<file path="src/button_debounce_autorepeat_defines.svh">
// shared assertion macros for the button front end
`ifndef BUTTON_DEBOUNCE_AUTOREPEAT_DEFINES_SVH
`define BUTTON_DEBOUNCE_AUTOREPEAT_DEFINES_SVH

// same-cycle implication, sampled on clk, off during rst
`define BDA_ASSERT_NOW(label, ante, cons, msg) \
  label: assert property (@(posedge clk) disable iff (rst) (ante) |-> (cons)) \
    else $error(msg);

// next-cycle implication, sampled on clk, off during rst
`define BDA_ASSERT_NEXT(label, ante, cons, msg) \
  label: assert property (@(posedge clk) disable iff (rst) (ante) |=> (cons)) \
    else $error(msg);

`endif

</file>
<file path="src/bda_pkg.sv">
package bda_pkg;

  localparam int PIN_W  = 4;
  localparam int TIME_W = 32;
  localparam int CFG_W  = 16;
  localparam int DATA_W = 32;
  localparam int ADDR_W = 4;
  localparam int IDX_W  = 2;

  localparam int UP_BIT   = 2;
  localparam int DOWN_BIT = 3;

  localparam logic [PIN_W-1:0] PIN_IDLE  = '1;
  localparam logic [PIN_W-1:0] UP_MASK   = PIN_W'(1) << UP_BIT;
  localparam logic [PIN_W-1:0] DOWN_MASK = PIN_W'(1) << DOWN_BIT;

  localparam logic [CFG_W-1:0] DEBOUNCE_RST = CFG_W'(20);
  localparam logic [CFG_W-1:0] HOLD_RST     = CFG_W'(500);
  localparam logic [CFG_W-1:0] REPEAT_RST   = CFG_W'(100);

  // register indexes (word address)
  localparam logic [IDX_W-1:0] REG_DEBOUNCE = 2'd0;
  localparam logic [IDX_W-1:0] REG_HOLD     = 2'd1;
  localparam logic [IDX_W-1:0] REG_REPEAT   = 2'd2;

  typedef struct packed {
    logic [CFG_W-1:0] debounce_ms;
    logic [CFG_W-1:0] hold_ms;
    logic [CFG_W-1:0] repeat_ms;
  } cfg_t;

  typedef struct packed {
    logic [PIN_W-1:0] stable;
    logic [PIN_W-1:0] press;
    logic [PIN_W-1:0] repeats;
  } res_t;

endpackage

</file>
<file path="src/bda_regs.sv">
module bda_regs (
  input  logic                       clk,
  input  logic                       rst,
  input  logic                       psel,
  input  logic                       penable,
  input  logic                       pwrite,
  input  logic [bda_pkg::ADDR_W-1:0] paddr,
  input  logic [bda_pkg::DATA_W-1:0] pwdata,
  output logic [bda_pkg::DATA_W-1:0] prdata,
  output logic                       pready,
  output bda_pkg::cfg_t              cfg
);

  logic [bda_pkg::IDX_W-1:0] idx;
  logic                      wr_en;
  bda_pkg::cfg_t             cfg_reg;

  assign idx    = paddr[bda_pkg::ADDR_W-1:2];
  assign pready = 1'b1;
  assign wr_en  = psel && penable && pwrite;
  assign cfg    = cfg_reg;

  always_ff @(posedge clk) begin
    if (rst) begin
      cfg_reg.debounce_ms <= bda_pkg::DEBOUNCE_RST;
      cfg_reg.hold_ms     <= bda_pkg::HOLD_RST;
      cfg_reg.repeat_ms   <= bda_pkg::REPEAT_RST;
    end else if (wr_en) begin
      unique case (idx)
        bda_pkg::REG_DEBOUNCE: cfg_reg.debounce_ms <= pwdata[bda_pkg::CFG_W-1:0];
        bda_pkg::REG_HOLD:     cfg_reg.hold_ms     <= pwdata[bda_pkg::CFG_W-1:0];
        bda_pkg::REG_REPEAT:   cfg_reg.repeat_ms   <= pwdata[bda_pkg::CFG_W-1:0];
        default: ;
      endcase
    end
  end

  always_comb begin
    unique case (idx)
      bda_pkg::REG_DEBOUNCE: prdata = bda_pkg::DATA_W'(cfg_reg.debounce_ms);
      bda_pkg::REG_HOLD:     prdata = bda_pkg::DATA_W'(cfg_reg.hold_ms);
      bda_pkg::REG_REPEAT:   prdata = bda_pkg::DATA_W'(cfg_reg.repeat_ms);
      default:               prdata = '0;
    endcase
  end

endmodule

</file>
<file path="src/bda_repeat.sv">
module bda_repeat (
  input  logic                       clk,
  input  logic                       rst,
  input  logic                       step,
  input  logic [bda_pkg::TIME_W-1:0] now,
  input  logic                       fell,
  input  logic                       pressed,
  input  bda_pkg::cfg_t              cfg,
  output logic                       fire
);

  logic [bda_pkg::TIME_W-1:0] press_stamp;
  logic [bda_pkg::TIME_W-1:0] repeat_stamp;
  logic [bda_pkg::TIME_W-1:0] press_age;
  logic [bda_pkg::TIME_W-1:0] repeat_age;

  // a fresh press restamps both timers, so both ages read zero
  assign press_age  = fell ? '0 : now - press_stamp;
  assign repeat_age = fell ? '0 : now - repeat_stamp;

  assign fire = pressed
             && (press_age  >= bda_pkg::TIME_W'(cfg.hold_ms))
             && (repeat_age >= bda_pkg::TIME_W'(cfg.repeat_ms));

  always_ff @(posedge clk) begin
    if (rst) begin
      press_stamp  <= '0;
      repeat_stamp <= '0;
    end else if (step) begin
      if (fell) begin
        press_stamp <= now;
      end
      if (fell || fire) begin
        repeat_stamp <= now;
      end
    end
  end

endmodule

</file>
<file path="src/bda_core.sv">
module bda_core (
  input  logic                       clk,
  input  logic                       rst,
  input  logic                       step,
  input  logic [bda_pkg::PIN_W-1:0]  raw,
  input  logic [bda_pkg::TIME_W-1:0] now,
  input  logic [bda_pkg::PIN_W-1:0]  pack,
  input  logic [bda_pkg::PIN_W-1:0]  rack,
  input  bda_pkg::cfg_t              cfg,
  output bda_pkg::res_t              res
);

  logic [bda_pkg::PIN_W-1:0]  stable_levels;
  logic [bda_pkg::PIN_W-1:0]  previous_raw;
  logic [bda_pkg::PIN_W-1:0]  press_pending;
  logic [bda_pkg::PIN_W-1:0]  repeat_pending;
  logic [bda_pkg::TIME_W-1:0] change_stamp;

  logic [bda_pkg::TIME_W-1:0] quiet_age;
  logic                       settle;
  logic [bda_pkg::PIN_W-1:0]  fell;
  logic [bda_pkg::PIN_W-1:0]  stable_next;
  logic [bda_pkg::PIN_W-1:0]  press_next;
  logic [bda_pkg::PIN_W-1:0]  repeat_next;
  logic                       up_fire;
  logic                       down_fire;

  // a raw change restarts the shared debounce window at zero
  assign quiet_age = (raw != previous_raw) ? '0 : now - change_stamp;
  assign settle    = (quiet_age >= bda_pkg::TIME_W'(cfg.debounce_ms))
                  && (raw != stable_levels);
  assign fell        = settle ? (stable_levels & ~raw) : '0;
  assign stable_next = settle ? raw : stable_levels;

  bda_repeat u_up (
    .clk     (clk),
    .rst     (rst),
    .step    (step),
    .now     (now),
    .fell    (|(fell & bda_pkg::UP_MASK)),
    .pressed (~|(stable_next & bda_pkg::UP_MASK)),
    .cfg     (cfg),
    .fire    (up_fire)
  );

  bda_repeat u_down (
    .clk     (clk),
    .rst     (rst),
    .step    (step),
    .now     (now),
    .fell    (|(fell & bda_pkg::DOWN_MASK)),
    .pressed (~|(stable_next & bda_pkg::DOWN_MASK)),
    .cfg     (cfg),
    .fire    (down_fire)
  );

  // acks clear first, events of this request then set
  assign press_next  = (press_pending & ~pack) | fell;
  assign repeat_next = (repeat_pending & ~rack)
                     | (up_fire   ? bda_pkg::UP_MASK   : '0)
                     | (down_fire ? bda_pkg::DOWN_MASK : '0);

  always_ff @(posedge clk) begin
    if (rst) begin
      stable_levels  <= bda_pkg::PIN_IDLE;
      previous_raw   <= bda_pkg::PIN_IDLE;
      press_pending  <= '0;
      repeat_pending <= '0;
      change_stamp   <= '0;
    end else if (step) begin
      stable_levels  <= stable_next;
      previous_raw   <= raw;
      press_pending  <= press_next;
      repeat_pending <= repeat_next;
      if (raw != previous_raw) begin
        change_stamp <= now;
      end
    end
  end

  assign res.stable  = stable_levels;
  assign res.press   = press_pending;
  assign res.repeats = repeat_pending;

endmodule

</file>
<file path="src/button_debounce_autorepeat.sv">
// Debounced four-button front end with sticky press events and auto repeat.
// Each request carries the raw active-low pins, a free-running millisecond
// stamp and two acknowledge masks; each request yields exactly one result with
// the debounced levels, the pending press and repeat flags and the up/down held
// bits, all taken after that request's update. Acks clear flags before new
// events set them. Any raw change restarts one shared debounce window; after
// debounce_ms without change the raw vector becomes the stable vector and each
// high-to-low bit latches a press flag. The up (bit 2) and down (bit 3) buttons
// latch a repeat flag once hold_ms and repeat_ms have both passed since the
// press and every repeat_ms after that. All ages are taken modulo 2^32.
// Throughput is one request per clock while the result is not stalled; an
// accepted request sits in the input register until the result slot is
// free, then its debounce/timer update loads into the state registers,
// which double as the result register. A stalled result holds the state and
// the input register, so one more request waits behind it before req_stall
// rises. Registers sit at byte addresses 0 (debounce_ms), 4 (hold_ms) and
// 8 (repeat_ms), 16 bits each, and are to be written only while the block is
// idle.
`include "button_debounce_autorepeat_defines.svh"

module button_debounce_autorepeat (
  input  logic                       clk,
  input  logic                       rst,
  // apb configuration
  input  logic                       psel,
  input  logic                       penable,
  input  logic                       pwrite,
  input  logic [bda_pkg::ADDR_W-1:0] paddr,
  input  logic [bda_pkg::DATA_W-1:0] pwdata,
  output logic [bda_pkg::DATA_W-1:0] prdata,
  output logic                       pready,
  // request channel
  input  logic                       req_valid,
  output logic                       req_stall,
  input  logic [bda_pkg::PIN_W-1:0]  raw_buttons,
  input  logic [bda_pkg::TIME_W-1:0] now_ms,
  input  logic [bda_pkg::PIN_W-1:0]  press_ack,
  input  logic [bda_pkg::PIN_W-1:0]  repeat_ack,
  // result channel
  output logic                       res_valid,
  input  logic                       res_stall,
  output logic [bda_pkg::PIN_W-1:0]  stable_buttons,
  output logic [bda_pkg::PIN_W-1:0]  press_flags,
  output logic [bda_pkg::PIN_W-1:0]  repeat_flags,
  output logic                       up_held,
  output logic                       down_held
);

  bda_pkg::cfg_t cfg;
  bda_pkg::res_t res;

  // input register
  logic                       s1_valid;
  logic [bda_pkg::PIN_W-1:0]  s1_raw;
  logic [bda_pkg::TIME_W-1:0] s1_now;
  logic [bda_pkg::PIN_W-1:0]  s1_pack;
  logic [bda_pkg::PIN_W-1:0]  s1_rack;

  logic res_free;
  logic step;
  logic req_take;

  bda_regs u_regs (
    .clk     (clk),
    .rst     (rst),
    .psel    (psel),
    .penable (penable),
    .pwrite  (pwrite),
    .paddr   (paddr),
    .pwdata  (pwdata),
    .prdata  (prdata),
    .pready  (pready),
    .cfg     (cfg)
  );

  // the result slot frees when empty or being taken this cycle
  assign res_free  = !res_valid || !res_stall;
  // the held request updates the state (and so the result) only into a free slot
  assign step      = s1_valid && res_free;
  assign req_stall = s1_valid && !res_free;
  assign req_take  = req_valid && !req_stall;

  always_ff @(posedge clk) begin
    if (rst) begin
      s1_valid <= 1'b0;
    end else if (!req_stall) begin
      s1_valid <= req_valid;
    end
  end

  always_ff @(posedge clk) begin
    if (req_take) begin
      s1_raw  <= raw_buttons;
      s1_now  <= now_ms;
      s1_pack <= press_ack;
      s1_rack <= repeat_ack;
    end
  end

  bda_core u_core (
    .clk  (clk),
    .rst  (rst),
    .step (step),
    .raw  (s1_raw),
    .now  (s1_now),
    .pack (s1_pack),
    .rack (s1_rack),
    .cfg  (cfg),
    .res  (res)
  );

  // result valid tracks whether the state holds an undelivered result
  always_ff @(posedge clk) begin
    if (rst) begin
      res_valid <= 1'b0;
    end else if (res_free) begin
      res_valid <= step;
    end
  end

  assign stable_buttons = res.stable;
  assign press_flags    = res.press;
  assign repeat_flags   = res.repeats;
  assign up_held        = ~|(res.stable & bda_pkg::UP_MASK);
  assign down_held      = ~|(res.stable & bda_pkg::DOWN_MASK);

  `BDA_ASSERT_NEXT(a_step_gives_result, step, res_valid,
    "processed request did not produce a result")
  `BDA_ASSERT_NEXT(a_state_holds_idle, !step,
    $stable(stable_buttons) && $stable(press_flags) && $stable(repeat_flags),
    "result state changed without a processed request")
  `BDA_ASSERT_NOW(a_repeat_only_updown, 1'b1,
    (repeat_flags & ~(bda_pkg::UP_MASK | bda_pkg::DOWN_MASK)) == '0,
    "repeat flag set on a button without auto repeat")

endmodule
</file>
<file path="config.mk">
export PLATFORM = sky130hd
export DESIGN_NAME = button_debounce_autorepeat
export DESIGN_NICKNAME = d
export VERILOG_FILES = /design/src/bda_pkg.sv /design/src/bda_regs.sv /design/src/bda_repeat.sv /design/src/bda_core.sv /design/src/button_debounce_autorepeat.sv
export VERILOG_INCLUDE_DIRS = /design/src /design/src/src
export SDC_FILE = /design/constraint.sdc
export NUM_CORES = 1
export LEC_CHECK = 0
export CAP_MARGIN = 20
export CELL_PAD_IN_SITES_DETAIL_PLACEMENT = 0
export CELL_PAD_IN_SITES_GLOBAL_PLACEMENT = 1
export CORE_ASPECT_RATIO = 1.5
export CORE_MARGIN = 4
export CORE_UTILIZATION = 49
export DETAILED_ROUTE_END_ITERATION = 6
export DONT_BUFFER_PORTS = 1
export PLACE_DENSITY_LB_ADDON = 0.08
export SYNTH_ARGS = -nofsm -noshare
export SYNTH_HDL_FRONTEND = slang
export SYNTH_SLANG_ARGS = --single-unit
</file>
<file path="constraint.sdc">
create_clock -name clk -period 8.25 [get_ports clk]
set_clock_uncertainty 0.15 [all_clocks]
set_input_delay 1.2375 -clock clk [delete_from_list [all_inputs] [get_ports clk]]
set_output_delay 1.2375 -clock clk [all_outputs]
set_load 0.03 [all_outputs]
</file>
==> flow_metrics.env <==
export IMPL_cts_buffers_inserted=30
export IMPL_critical_path_top_delay_family="compound AO/OA/AOI/OAI gates"
export IMPL_p_int_mw=3.02
export IMPL_ys_async_sr_fraction=0
export IMPL_grt_pass1_wl_um=116000
export IMPL_routabilityCongestion=0.939
export IMPL_yosysTopAreaCell="dfxtp_1"
export IMPL_cts_tree="built"
export IMPL_p_total_mw=4.67
export IMPL_arrival_ns=8.22
export IMPL_multiInputGateArea_um2=15400
export IMPL_crit_path_end_kind="flop"
export IMPL_num_vias=21235
export IMPL_place_ws_ns=0.156
export IMPL_synth_cell_types=101
export IMPL_num_rows=96
export IMPL_antenna_found_initial=4
export IMPL_clkPwrFrac=0.330
export IMPL_firstDrtPassIters=6
export IMPL_period_minus_slack_ns=7.90
export IMPL_viasPerCell=6.01
export IMPL_wl_per_cell_um=21.7
export IMPL_die_w_um=183
export IMPL_drc=0
export IMPL_grt_usage=0.296
export IMPL_cts_root_buffer="clkbuf_16"
export IMPL_port_buffers=0
export IMPL_die_area_um2=49700
export IMPL_yosysTopAreaCellShare=0.200
export IMPL_synth_seq_cells=270
export IMPL_yosysMostFrequentCell="nand2_1"
export IMPL_start_kind="flop"
export IMPL_syn_to_final_growth_pct=10.4
export IMPL_crit_slowest_cell="edfxtp_1"
export IMPL_synthFlopType="dfxtp_1"
export IMPL_crit_required_ns=8.57
export IMPL_synth_common_cells="418 x nand2_1, 273 x a21oi_1, 254 x inv_1"
export IMPL_grt_pass1_vias=20515
export IMPL_grt_overflow=0
export IMPL_hold_slack_ns=0.302
export IMPL_syn_instance_count=2928
export IMPL_htree_levels=1
export IMPL_crit_path_frequent_cell="ha_1"
export IMPL_dp_hpwl_um=59900
export IMPL_worst_pin_slew_ns=1.21
export IMPL_largest_reg_flops=48
export IMPL_drv_cap=0
export IMPL_hold_path_class="reg -> reg"
export IMPL_drt_wl_total_um=76900
export IMPL_layout_setup_ws_ns=0.353
export IMPL_placed_area_um2=23400
export IMPL_boundaryPins=136
export IMPL_pwr_share_comb=0.354
export IMPL_final_fill_count=4423
export IMPL_worstPathMaxFanout=22
export IMPL_synth_warnings=0
export IMPL_cpPeakStageDelay_ns=0.48
export IMPL_avgSynthCellArea_um2=7.72
export IMPL_clock_latency_ns=0.59
export IMPL_grt_max_degree=204
export IMPL_path_buf_inv=4
export IMPL_drt_iter0_drc=1273
export IMPL_synth_edf_count=44
export IMPL_setup_tns_ns=0
export IMPL_fin_area_um2=25000
export IMPL_path_clk_slew_ns=0.06
export IMPL_final_hold_violation_count=0
export IMPL_power_switching_mw=1.65
export IMPL_timing_final_crit_share=0.957
export IMPL_finalNetCount=3252
export IMPL_critical_path_class="reg -> reg"
export IMPL_final_max_slew_violation_count=0
export IMPL_max_freq_ghz=0.127
export IMPL_fp_dieH_um=271
export IMPL_ys_seq_area_frac=0.259
export IMPL_drtAntennaViolNets=0
export IMPL_finalSetupViolCount=0
export IMPL_max_slew_margin=0.183
export IMPL_switching_share=0.353
export IMPL_worst_ir_drop_vdd_mv=0.196
export IMPL_total_leakage_power_nw=9.91
export IMPL_power_density_nw_per_um2=187
export IMPL_outcome="complete, no violations"
export IMPL_power_frac_seq=0.316
export IMPL_cts_max_path_buffers=3
export IMPL_netlist_top_cells_area="dfxtp_1 20%, ha_1 13%, nand2_1 6.9%"
export IMPL_initial_core_util=0.495
export IMPL_clkSinkCount=270
export IMPL_core_area_um2=45600
export IMPL_drive_above_1_share=0.0951
export IMPL_syn_area_um2=22600
export IMPL_seq_area_um2=5850
==> final cells by class <==
cell class / instances / share of cell area
antenna: 3 / 0.000301
clock buffer: 38 / 0.0354
clock inverter: 18 / 0.0105
inverter: 255 / 0.0384
multi-input combinational: 2272 / 0.616
sequential: 270 / 0.234
tap: 588 / 0.0295
timing repair buffer: 92 / 0.0355
==> worst register-to-register path: cells and delay by family, from the launching register on <==
kind                     cells  cell delay [ns]
flip-flops                   1             0.48
buffers and inverters        4             0.73
AND/OR/NAND/NOR              9             1.59
XOR/XNOR                     1             0.24
adder cells (fa/ha/maj)      3             1.01
AO/OA/AOI/OAI               14             3.26
multiplexers                 1             0.33
==> cells by family (layout without fill, tap and decap cells) <==
logic type	count (synthesis)	count (layout)	synth area share
AND/OR/NAND/NOR	1002	1002	0.206
AO/OA/AOI/OAI	802	802	0.231
buffers and inverters	401	403	0.0756
flip-flops	270	270	0.259
adder cells (fa/ha/maj)	244	244	0.137
XOR/XNOR	111	111	0.0430
multiplexers	96	96	0.0495
other	2	20	0.000332
==> power by group through the flow <==
stage,clock network (mW),registers (mW),logic (mW)
final,1.54,1.47,1.66
after CTS,1.59,1.48,1.58
after global routing,1.63,1.48,1.84
after global placement,0,1.50,1.53
after detailed placement,0,1.51,1.56
after floorplan,0,1.49,1.16
==> routing by layer <==
layer | vias to the layer above | routed length (µm) | global-route usage
li1 | 10370 | - | -
met1 | 10112 | 29900 | 0.334
met2 | 580 | 37400 | 0.522
met3 | 173 | 3610 | 0.0364
met4 | 0 | 6020 | 0.187
met5 | - | 0 | 0
==> path summary, 6_finish.rpt <==
path	end	slack (ns)	cells after the start	from
setup reg to reg	u_core.u_up.repeat_stamp[28]$_SDFFE_PP0P_	0.35	32	s1_now[9]$_DFFE_PP_
hold reg to reg	u_core.change_stamp[29]$_SDFFE_PP0P_	0.30	2	u_core.change_stamp[29]$_SDFFE_PP0P_
setup / recovery	u_core.u_up.repeat_stamp[28]$_SDFFE_PP0P_	0.35	32	s1_now[9]$_DFFE_PP_
hold / removal	u_core.change_stamp[29]$_SDFFE_PP0P_	0.30	2	u_core.change_stamp[29]$_SDFFE_PP0P_
==> layout by cell type (no fill, tap or decap), drive strengths merged, types with 36 or more instances in the layout <==
| master | Yosys | routed |
|---|---|---|
| inv | 255 | 256 |
| a21o | 56 | 56 |
| buf | 51 | 89 |
| mux2 | 36 | 36 |
| nor2 | 246 | 246 |
| xor2 | 51 | 51 |
| o21ai | 142 | 142 |
| nand2 | 418 | 418 |
| o211ai | 43 | 43 |
| o311ai | 36 | 36 |
| xnor2 | 60 | 60 |
| a21oi | 274 | 274 |
| edfxtp | 44 | 44 |
| mux2i | 60 | 60 |
| nand3 | 73 | 73 |
| dfxtp | 226 | 226 |
| ha | 239 | 239 |
| clkbuf | 93 | 41 |
==> per-stage QoR <==
| step | utilization | instances |
|---|---|---|
| floorplan | - | 2943 |
| global placement | 0.511 | 3460 |
| detailed placement | 0.512 | 3461 |
| CTS | 0.537 | 3517 |
| global route | 0.547 | 3534 |
| finish | 0.547 | 3536 |
==> what timing repair did <==
action | 4_1_cts | 5_1_grt
setup endpoints to repair | 0 | 66
endpoints found under the hold margin | 0 | 0
hold buffers | 0 | 0
gates resized for setup | 0 | 66
buffers inserted | 0 | 7
No activity file was read; power rests on OpenSTA's default activity.
